`config.mk`:
```
export PLATFORM = sky130hd
export DESIGN_NAME = bounded_integer_set_table
export DESIGN_NICKNAME = d
export VERILOG_FILES = /design/src/hdl/bist_pkg.sv /design/src/hdl/bist_ctrl.sv /design/src/hdl/bist_dp.sv /design/src/hdl/bounded_integer_set_table.sv
export SDC_FILE = /design/constraint.sdc
export NUM_CORES = 2
export LEC_CHECK = 0
export ABC_AREA = 1
export BUFFER_PORTS_ARGS = -buffer_cell sky130_fd_sc_hd__buf_2
export CAP_MARGIN = 5
export CORE_MARGIN = 2
export CORE_UTILIZATION = 35
export DETAILED_ROUTE_END_ITERATION = 8
export GPL_TIMING_DRIVEN = 0
export PLACE_DENSITY_LB_ADDON = 0.15
export SYNTH_ARGS = -nofsm -noshare
export SYNTH_HDL_FRONTEND = slang
export SYNTH_HIERARCHICAL = 1
export SYNTH_SLANG_ARGS = --single-unit
export TNS_END_PERCENT = 30
```
`constraint.sdc`:
```
create_clock -name i_clk -period 8.7 [get_ports i_clk]
set_input_delay 0.435 -clock i_clk [delete_from_list [all_inputs] [get_ports i_clk]]
set_output_delay 0.435 -clock i_clk [all_outputs]
set_load 0.02 [all_outputs]
```
`src/hdl/bist_pkg.sv`:
```
// Shared types, constants and command/status structs for the integer set table.
package bist_pkg;

    localparam int DEPTH = 64;
    localparam int IDX_W = $clog2(DEPTH);
    localparam int CNT_W = $clog2(DEPTH + 1);
    localparam int VAL_W = 32;

    typedef enum logic [1:0] {
        ACT_ADD    = 2'd0,
        ACT_REMOVE = 2'd1,
        ACT_LOOKUP = 2'd2,
        ACT_CLEAR  = 2'd3
    } t_action;

    typedef enum logic [1:0] {
        ST_DONE     = 2'd0,
        ST_PRESENT  = 2'd1,
        ST_NOTFOUND = 2'd2,
        ST_FULL     = 2'd3
    } t_status;

    typedef enum logic [2:0] {
        S_IDLE,
        S_START,
        S_SEARCH,
        S_RM_RD,
        S_RM_WR,
        S_FINISH
    } t_state;

    typedef struct packed {
        t_action           action;
        logic signed [31:0] value;
    } t_in_item;

    typedef struct packed {
        t_status          status;
        logic             found;
        logic [IDX_W-1:0] position;
        logic [CNT_W-1:0] element_count;
        logic             is_full;
    } t_out_item;

    // controller -> datapath
    typedef struct packed {
        logic    load;
        logic    scan_start;
        logic    clear;
        logic    add_wr;
        logic    rm_rd;
        logic    rm_wr;
        logic    set_status;
        t_status status;
        logic    finish;
    } t_cmd;

    // datapath -> controller
    typedef struct packed {
        t_action action;
        logic    hit;
        logic    miss;
        logic    full;
        logic    out_busy;
    } t_sts;

endpackage

```
`src/hdl/bist_ctrl.sv`:
```
// Request sequencer: clear, or search then add or move-last-into-hole, then result.
module bist_ctrl (
    input  logic          i_clk,
    input  logic          i_rst_n,
    input  logic          i_in_valid,
    output logic          o_in_ready,
    input  bist_pkg::t_sts i_sts,
    output bist_pkg::t_cmd o_cmd
);
    import bist_pkg::*;

    t_state r_state;
    t_state n_state;

    always_ff @(posedge i_clk) begin
        if (!i_rst_n) begin
            r_state <= S_IDLE;
        end else begin
            r_state <= n_state;
        end
    end

    always_comb begin
        n_state = r_state;
        unique case (r_state)
            S_IDLE: begin
                if (i_in_valid) n_state = S_START;
            end
            S_START: begin
                n_state = (i_sts.action == ACT_CLEAR) ? S_FINISH : S_SEARCH;
            end
            S_SEARCH: begin
                if (i_sts.hit && i_sts.action == ACT_REMOVE) begin
                    n_state = S_RM_RD;
                end else if (i_sts.hit || i_sts.miss) begin
                    n_state = S_FINISH;
                end
            end
            S_RM_RD: n_state = S_RM_WR;
            S_RM_WR: n_state = S_FINISH;
            S_FINISH: begin
                if (!i_sts.out_busy) n_state = S_IDLE;
            end
            default: n_state = S_IDLE;
        endcase
    end

    always_comb begin
        o_cmd      = '0;
        o_cmd.status = ST_DONE;
        o_in_ready = 1'b0;
        unique case (r_state)
            S_IDLE: begin
                o_in_ready = 1'b1;
                o_cmd.load = i_in_valid;
            end
            S_START: begin
                if (i_sts.action == ACT_CLEAR) begin
                    o_cmd.clear      = 1'b1;
                    o_cmd.set_status = 1'b1;
                    o_cmd.status     = ST_DONE;
                end else begin
                    o_cmd.scan_start = 1'b1;
                end
            end
            S_SEARCH: begin
                if (i_sts.hit || i_sts.miss) begin
                    o_cmd.set_status = 1'b1;
                    unique case (i_sts.action)
                        ACT_ADD: begin
                            if (i_sts.hit) begin
                                o_cmd.status = ST_PRESENT;
                            end else if (i_sts.full) begin
                                o_cmd.status = ST_FULL;
                            end else begin
                                o_cmd.status = ST_DONE;
                                o_cmd.add_wr = 1'b1;
                            end
                        end
                        ACT_REMOVE, ACT_LOOKUP: begin
                            o_cmd.status = i_sts.hit ? ST_DONE : ST_NOTFOUND;
                        end
                        default: o_cmd.status = ST_DONE;
                    endcase
                end
            end
            S_RM_RD:  o_cmd.rm_rd  = 1'b1;
            S_RM_WR:  o_cmd.rm_wr  = 1'b1;
            S_FINISH: o_cmd.finish = !i_sts.out_busy;
            default: ;
        endcase
    end

endmodule

```
`src/hdl/bist_dp.sv`:
```
// Element store, count, capacity, search scanner and result register.
module bist_dp (
    input  logic                       i_clk,
    input  logic                       i_rst_n,
    input  bist_pkg::t_in_item         i_in_item,
    input  logic                       i_cfg_we,
    input  logic [bist_pkg::CNT_W-1:0] i_cfg_data,
    output logic                       o_out_valid,
    input  logic                       i_out_ready,
    output bist_pkg::t_out_item        o_out_item,
    input  bist_pkg::t_cmd             i_cmd,
    output bist_pkg::t_sts             o_sts
);
    import bist_pkg::*;

    logic [VAL_W-1:0] r_mem [DEPTH];
    logic [VAL_W-1:0] r_rdata;

    t_action          r_act;
    logic [VAL_W-1:0] r_val;
    logic [CNT_W-1:0] r_count;
    logic [CNT_W-1:0] r_cap;
    logic [CNT_W-1:0] r_ridx;
    logic [IDX_W-1:0] r_pidx;
    logic [IDX_W-1:0] r_pos;
    logic             r_found;
    logic             r_scan;
    logic             r_pend;
    t_status          r_status;
    logic             r_out_valid;
    t_out_item        r_out;

    logic [CNT_W-1:0] cap_eff;
    logic [CNT_W-1:0] cnt_m1;
    logic             full;
    logic             hit;
    logic             miss;
    logic             issue;
    logic             rd_en;
    logic [IDX_W-1:0] raddr;

    assign cap_eff = (r_cap > CNT_W'(DEPTH)) ? CNT_W'(DEPTH) : r_cap;
    assign full    = (r_count >= cap_eff);
    assign cnt_m1  = r_count - 1'b1;

    // compare happens in the cycle after the read issue (registered read)
    assign hit   = r_pend && (r_rdata == r_val);
    assign miss  = r_scan && !r_pend && (r_ridx >= r_count);
    assign issue = r_scan && !hit && (r_ridx < r_count);
    assign rd_en = issue || i_cmd.rm_rd;
    assign raddr = i_cmd.rm_rd ? cnt_m1[IDX_W-1:0] : r_ridx[IDX_W-1:0];

    always_ff @(posedge i_clk) begin
        if (rd_en) r_rdata <= r_mem[raddr];
        if (i_cmd.add_wr) begin
            r_mem[r_count[IDX_W-1:0]] <= r_val;
        end else if (i_cmd.rm_wr) begin
            r_mem[r_pos] <= r_rdata;
        end
    end

    always_ff @(posedge i_clk) begin
        if (!i_rst_n) begin
            r_count     <= '0;
            r_cap       <= CNT_W'(DEPTH);
            r_scan      <= 1'b0;
            r_pend      <= 1'b0;
            r_ridx      <= '0;
            r_out_valid <= 1'b0;
        end else begin
            if (i_cfg_we) r_cap <= i_cfg_data;

            if (i_cmd.clear) begin
                r_count <= '0;
            end else if (i_cmd.add_wr) begin
                r_count <= r_count + 1'b1;
            end else if (i_cmd.rm_rd) begin
                r_count <= cnt_m1;
            end

            if (i_cmd.scan_start) begin
                r_scan <= 1'b1;
                r_pend <= 1'b0;
                r_ridx <= '0;
            end else if (hit || miss) begin
                r_scan <= 1'b0;
                r_pend <= 1'b0;
            end else begin
                r_pend <= issue;
                if (issue) r_ridx <= r_ridx + 1'b1;
            end

            if (i_cmd.finish) begin
                r_out_valid <= 1'b1;
            end else if (i_out_ready) begin
                r_out_valid <= 1'b0;
            end
        end
    end

    always_ff @(posedge i_clk) begin
        if (i_cmd.load) begin
            r_act   <= i_in_item.action;
            r_val   <= i_in_item.value;
            r_found <= 1'b0;
            r_pos   <= '0;
        end else if (hit) begin
            r_found <= 1'b1;
            r_pos   <= r_pidx;
        end
        if (issue) r_pidx <= r_ridx[IDX_W-1:0];
        if (i_cmd.set_status) r_status <= i_cmd.status;
        if (i_cmd.finish) begin
            r_out.status        <= r_status;
            r_out.found         <= r_found;
            r_out.position      <= r_pos;
            r_out.element_count <= r_count;
            r_out.is_full       <= full;
        end
    end

    always_comb begin
        o_sts.action   = r_act;
        o_sts.hit      = hit;
        o_sts.miss     = miss;
        o_sts.full     = full;
        o_sts.out_busy = r_out_valid && !i_out_ready;
    end

    assign o_out_valid = r_out_valid;
    assign o_out_item  = r_out;

endmodule

```
`src/hdl/bounded_integer_set_table.sv`:
```
// Clear gives its result without a search; add and lookup scan the count elements,
// and remove then moves the last element into the hole; a hit ends the search early.
// Items are handled one at a time; the linear scan of the element store (one
// registered read a cycle) dominates the time taken per item.
// Reset (synchronous, active low): set empty, capacity DEPTH, no result pending;
// the element store is not cleared.
module bounded_integer_set_table (
    input  logic                       i_clk,
    input  logic                       i_rst_n,
    input  logic                       i_in_valid,
    output logic                       o_in_ready,
    input  bist_pkg::t_in_item         i_in_item,
    output logic                       o_out_valid,
    input  logic                       i_out_ready,
    output bist_pkg::t_out_item        o_out_item,
    input  logic                       i_cfg_we,
    input  logic [bist_pkg::CNT_W-1:0] i_cfg_data
);
    import bist_pkg::*;

    t_cmd cmd;
    t_sts sts;

    bist_ctrl u_ctrl (
        .i_clk      (i_clk),
        .i_rst_n    (i_rst_n),
        .i_in_valid (i_in_valid),
        .o_in_ready (o_in_ready),
        .i_sts      (sts),
        .o_cmd      (cmd)
    );

    bist_dp u_dp (
        .i_clk       (i_clk),
        .i_rst_n     (i_rst_n),
        .i_in_item   (i_in_item),
        .i_cfg_we    (i_cfg_we),
        .i_cfg_data  (i_cfg_data),
        .o_out_valid (o_out_valid),
        .i_out_ready (i_out_ready),
        .o_out_item  (o_out_item),
        .i_cmd       (cmd),
        .o_sts       (sts)
    );

endmodule
```
# After elaboration in Yosys (flattened, before gate mapping)

Memories as Yosys holds them, arrays and structs flattened. A register that Yosys moved wholly into a read port is not among the register bits.
Index checks and enable logic that the tools add are counted.

Add/subtract/negate cells: 3
$lt $le $gt $ge: 4
Div/mod/pow operators: 0
Multiplexer cells: 42
Bitwise gates (word level): 2
Reduce and logical (&&, ||, !) cells: 25
Multiply operators: 0
Equal/unequal tests: 12
Shift-type cells: 0

Operators with widths:

| operator            | count |
|---|---|
| $eq 32x32->1        | 1 |
| $mux 32             | 1 |
| $reduce_or 32->1    | 1 |
| $mux 1              | 22 |
| $mux 3              | 7 |
| $mux 7              | 3 |
| $pmux 3 s6          | 1 |
| $add 7x1->7 const B | 2 |
| $ge 7x7->1          | 2 |
| $mux 6              | 2 |
| $mux 2              | 4 |
| $gt 7x7->1 const B  | 1 |
| $logic_and 1x1->1   | 7 |
| $lt 7x7->1          | 1 |
| $sub 7x1->7 const B | 1 |
| $eq 3x2->1 const B  | 2 |
| $eq 3x3->1 const B  | 2 |
| $pmux 3 s2          | 1 |
| $reduce_bool 2->1   | 3 |
| $reduce_or 2->1     | 3 |
| $eq 2x2->1 const B  | 2 |
| $logic_not 1->1     | 4 |
| $ne 2x2->1 const B  | 2 |
| $pmux 2 s2          | 1 |
| 10 further kinds    | 12 |

Bits in writable memories: 2048
Memory bits (read-only): 0
Output and inout port bits: 19
Bits in registers: 93
Memories kept: 1
Bits in latches: 0

Memory list:

| memory     | words | bits a word | rd ports | clocked after Yosys merged registers in | write ports | line          | source |
|---|---|---|---|---|---|---|---|
| u_dp.r_mem | 64    | 32          | 1        | 1                                       | 1           | bist_dp.sv:16 | `logic [VAL_W-1:0] r_mem [DEPTH];` |

# Logic depth before layout (Yosys ltp)

Depth after elaboration: 12
Mapped depth: 22
Mapped depth without buffers: 19

# By module

Netlist, hierarchy kept.

By module, submodules not included:

| module    | times used | cells an instance | sequential area each (sq um) | area each (sq um) |
|---|---|---|---|---|
| bist_dp   | 1          | 7659              | 64852.2                      | 90206.5 |
| bist_ctrl | 1          | 57                | 60.1                         | 366.6 |

# Least setup slack after synthesis

Ideal clock, no wire load.

Path kind: reg2reg
Start: register u_dp.r_count[2]
End: memory u_dp.r_mem[48][0] (enable)
Cell stages (with the launch flop): 22
Setup slack: 2209 ps
Clock period less this slack: 6491 ps
Path buffers: 4
Arrival time: 5989 ps
Required time: 8198 ps
Setup time: 502 ps
Path through: dfxtp_1 > buf_4 > inv_1 > ha_1 > nand2_1 > o21ai_0 > nand2_1 > nand3_1 > nand2_1 > inv_1 > buf_4 > nor2_4 > or2_4 > nor4_2 > buf_2 > inv_2 > nand2_2 > buf_4 > nand2_1 > o21ai_0 > nand3_1 > nor4_1

RTL lines:

| element                | line          | source |
|---|---|---|
| start, declared        | bist_dp.sv:21 | `logic [CNT_W-1:0] r_count;` |
| start signal, assigned | bist_dp.sv:76 | `r_count <= r_count + 1'b1;` |
| start signal, assigned | bist_dp.sv:78 | `r_count <= cnt_m1;` |
| end, declared          | bist_dp.sv:16 |  |

==> summary.txt <==
DIE AREA: 0.263 mm²
CTS clk-pin slew, worst paths: 0.06 ns
H-tree Lvls: 4
Seq/Total Area, Yosys: 71.7%
Hold Violations, Final: 0
Max-slew headroom: 3.43%
Setup Crit Path Kind: reg -> reg
Async S/R FF share, synth: 0%
Via density: 5.55
Area growth syn-to-layout: 19.5%
cell area after synthesis: 0.0906 mm²
dominant cell type by area after synthesis: edfxtp_1
simple-gate area share of the yosys netlist: 14.4%
Site Rows: 186
clk sinks: 2173
Synth Area in Compound Gates: 6.78%
vias: 66300
Synth Area per Inst: 11.7 µm²
# port buffers: 64
Initial DRT Pass Iterations: 8
Clk Latency, worst-skew pair: 0.90 ns
grt ovf: 0
largest net degree at the start of global routing: 38
Commonest cells post-synth: edfxtp_1 (2139), nand3_1 (1176), nand2_1 (969)
drt initial violations: 10300
critical path startpoint category: register
die height: 513 µm
Fmax achieved: 0.151 GHz
switching share of power: 34.4%
first-pass GRT wire length: 514000 µm
NumNets Final: 8388
sequential share of power: 42.1%
CTS tree: done
CTS buffer count: 231
wire length per cell: 32.2 µm
main area contributors after synthesis: edfxtp_1 (71%), nand3_1 (6.5%), nand2_1 (4.0%)
setup violators final: 0
#FFs+latches synth: 2173
post-CTS resize count: 0
initial antenna violation count: 35
share of the synthesized area in the top cell type: 70.9%
CP Data Required Time: 9.28 ns
worst hold path class: in -> reg
Combinational Power Share: 26.0%
vias in the first global route: 60200
top-count cell post-synth: edfxtp_1
GP Congestion: 0.944
top_reg_cell synth: edfxtp_1
# IOs: 65
pwr dens: 281 mW/mm²
setup total negative slack: 0 ns
adder-cell share of the synthesized area: 0.290%
Root Driver: clkbuf_16
Worst setup EP type: register
register area: 0.0649 mm²
Synth Area in XOR/XNOR: 0.174%
Ys Warns: 6
largest family of logic cells by synthesized area: simple AND/OR/NAND/NOR gates
syn_nets: 7783
Post-Syn Instances: 7716
Tcrit/Tclk final: 76.2%
final design utilization: 42.1%
Max Cap Viol: 0
DRC viols: 0
wirelength, routed: 384000 µm
arrival time at the worst endpoint: 7.21 ns
crit path max fanout: 14
post-route ant nets: 0
Die X: 513 µm
multi-input combinational cell area: 0.0205 mm²
fin crit period: 6.63 ns
number of library cell types mapped by synthesis: 41
clock network fraction of total power: 31.9%
initial core utilization: 35.2%
final slew viol count: 0
P_sw: 10500 µW
LEAKAGE: 0.0403 µW
Worst Tran Pin Value: 1.45 ns
EDFF count, synth: 2139
post-synthesis mux area share: 0.0746%
P_int: 20000 µW
overall global routing resource usage: 28.6%
share of layout cells above drive strength 1: 13.5%
HPWL Detailed: 277000 µm
Fin Hold WS: 0.251 ns
VDD IR-drop max: 0.000226 V
Bufs on Longest Clock Path: 3
unrepaired setup endpoints after global routing: false
outcome: complete, no violations
Fillers: 24000
area of the core: 0.257 mm²
Max Clock Skew: 0.0357 ns
state kept, by name (all words and copies together) (netlist names), 2 cells and up:
signal,count
u_ctrl/r_state,3
u_dp/o_out_item,17
u_dp/r_act,2
u_dp/r_cap,7
u_dp/r_count,7
u_dp/r_mem,2048
u_dp/r_pidx,6
u_dp/r_pos,6
u_dp/r_rdata,32
u_dp/r_ridx,7
u_dp/r_status,2
u_dp/r_val,32
timing repair:
| item | 4_1_cts | 5_1_grt |
|---|---|---|
| endpoints found under the hold margin | 50 | 0 |
| setup buffers | 0 | 0 |
| hold buffers | 58 | 0 |
per-stage QoR:
| step | total power (µW) | setup slack [ns] | std cells | instance area [µm²] |
|---|---|---|---|---|
| finish | 30500 | 2.07 | 11900 | 108000 |
| global route | 31300 | 1.82 | 11900 | 108000 |
| CTS | 30300 | 2.30 | 11900 | 108000 |
| detailed placement | 20700 | 2.32 | 11400 | 100000 |
| global placement | 20500 | -7.42 | 11200 | 95100 |
| floorplan | 16600 | 2.21 | 7716 | 90600 |
cell type report:
type	count	area share, %
clock buffer	282	5.58
clock inverter	149	1.18
inverter	968	3.36
sequential	2173	60.0
antenna	37	0.0856
tap	3384	3.91
timing repair buffer	372	4.80
buffer	458	2.15
multi-input combinational	4117	18.9
critical path: stages, from the launching register on:
cell,delay (ns)
edfxtp_1,0.51
nand2_1,0.15
nand2_1,0.13
nor2_1,0.15
nand4_1,0.12
nor3_1,0.20
nand3_1,0.09
nor2_1,0.56
buf_4,0.28
nor2_4,0.05
or2_4,0.27
nor4_2,0.14
buf_2,0.25
inv_2,0.11
nand2_2,0.17
buf_4,0.21
o21ai_2,0.18
inv_1,0.29
nand4_1,0.72
nor2_4,1.17
buf_12,0.29
buf_12,0.21
power groups by stage:
stage | sequential [µW] | combinational [µW] | clock, µW
2_1_floorplan | 13200 | 3420 | 0
3_3_place_gp | 13600 | 6870 | 0
3_5_place_dp | 13000 | 7630 | 0
4_1_cts | 12800 | 7670 | 9820
5_1_grt | 12800 | 8200 | 10200
6_report | 12800 | 7910 | 9710
metal layers:
metal  wire length, µm  track usage (%)  part of all wire, %  up-vias
met4             19400             12.9                  5.0       12
met5               362                0                0.094        -
met2            165000             42.2                   43     3910
met1            153000             38.8                   40    33400
met3             46300             8.58                   12      748
li1                  -                -                    -    28200
cell usage in the layout (no fill, tap or decap), types with 37 or more instances in the layout:
cell / Yosys / layout
dlygate4sd3_1: 0 / 58
buf_2: 353 / 417
clkbuf_1: 63 / 111
nand3_1: 1176 / 1176
o211ai_1: 385 / 385
nor2_4: 1 / 58
diode_2: 0 / 37
nand2_1: 969 / 968
inv_1: 960 / 960
nor2_1: 840 / 783
edfxtp_1: 2139 / 2139
o21ai_0: 505 / 480
clkbuf_16: 0 / 234
clkinv_2: 0 / 46
buf_12: 0 / 153
clkinv_1: 1 / 66
a21oi_1: 118 / 117
buf_4: 24 / 88
cells by family after synthesis:
logic type,Yosys count
AND/OR/NAND/NOR,3046
flip-flops,2173
buffers and inverters,1426
AO/OA/AOI/OAI,1026
adder cells (fa/ha/maj),21
XOR/XNOR,18
multiplexers,6
path summary, 6_finish.rpt:
kind | cells past startpoint | slack, ns | startpoint | endpoint
max | 21 | 2.07 | u_dp/r_val[9] | u_dp/r_mem[61][20]
min | 2 | 0.25 | i_in_item[7] | u_dp/r_val[7]
max reg2reg | 21 | 2.07 | u_dp/r_val[9] | u_dp/r_mem[61][20]
min reg2reg | 0 | 0.43 | u_dp/r_status[1] | u_dp/o_out_item[16]
No activity file was read; power rests on OpenSTA's default activity.
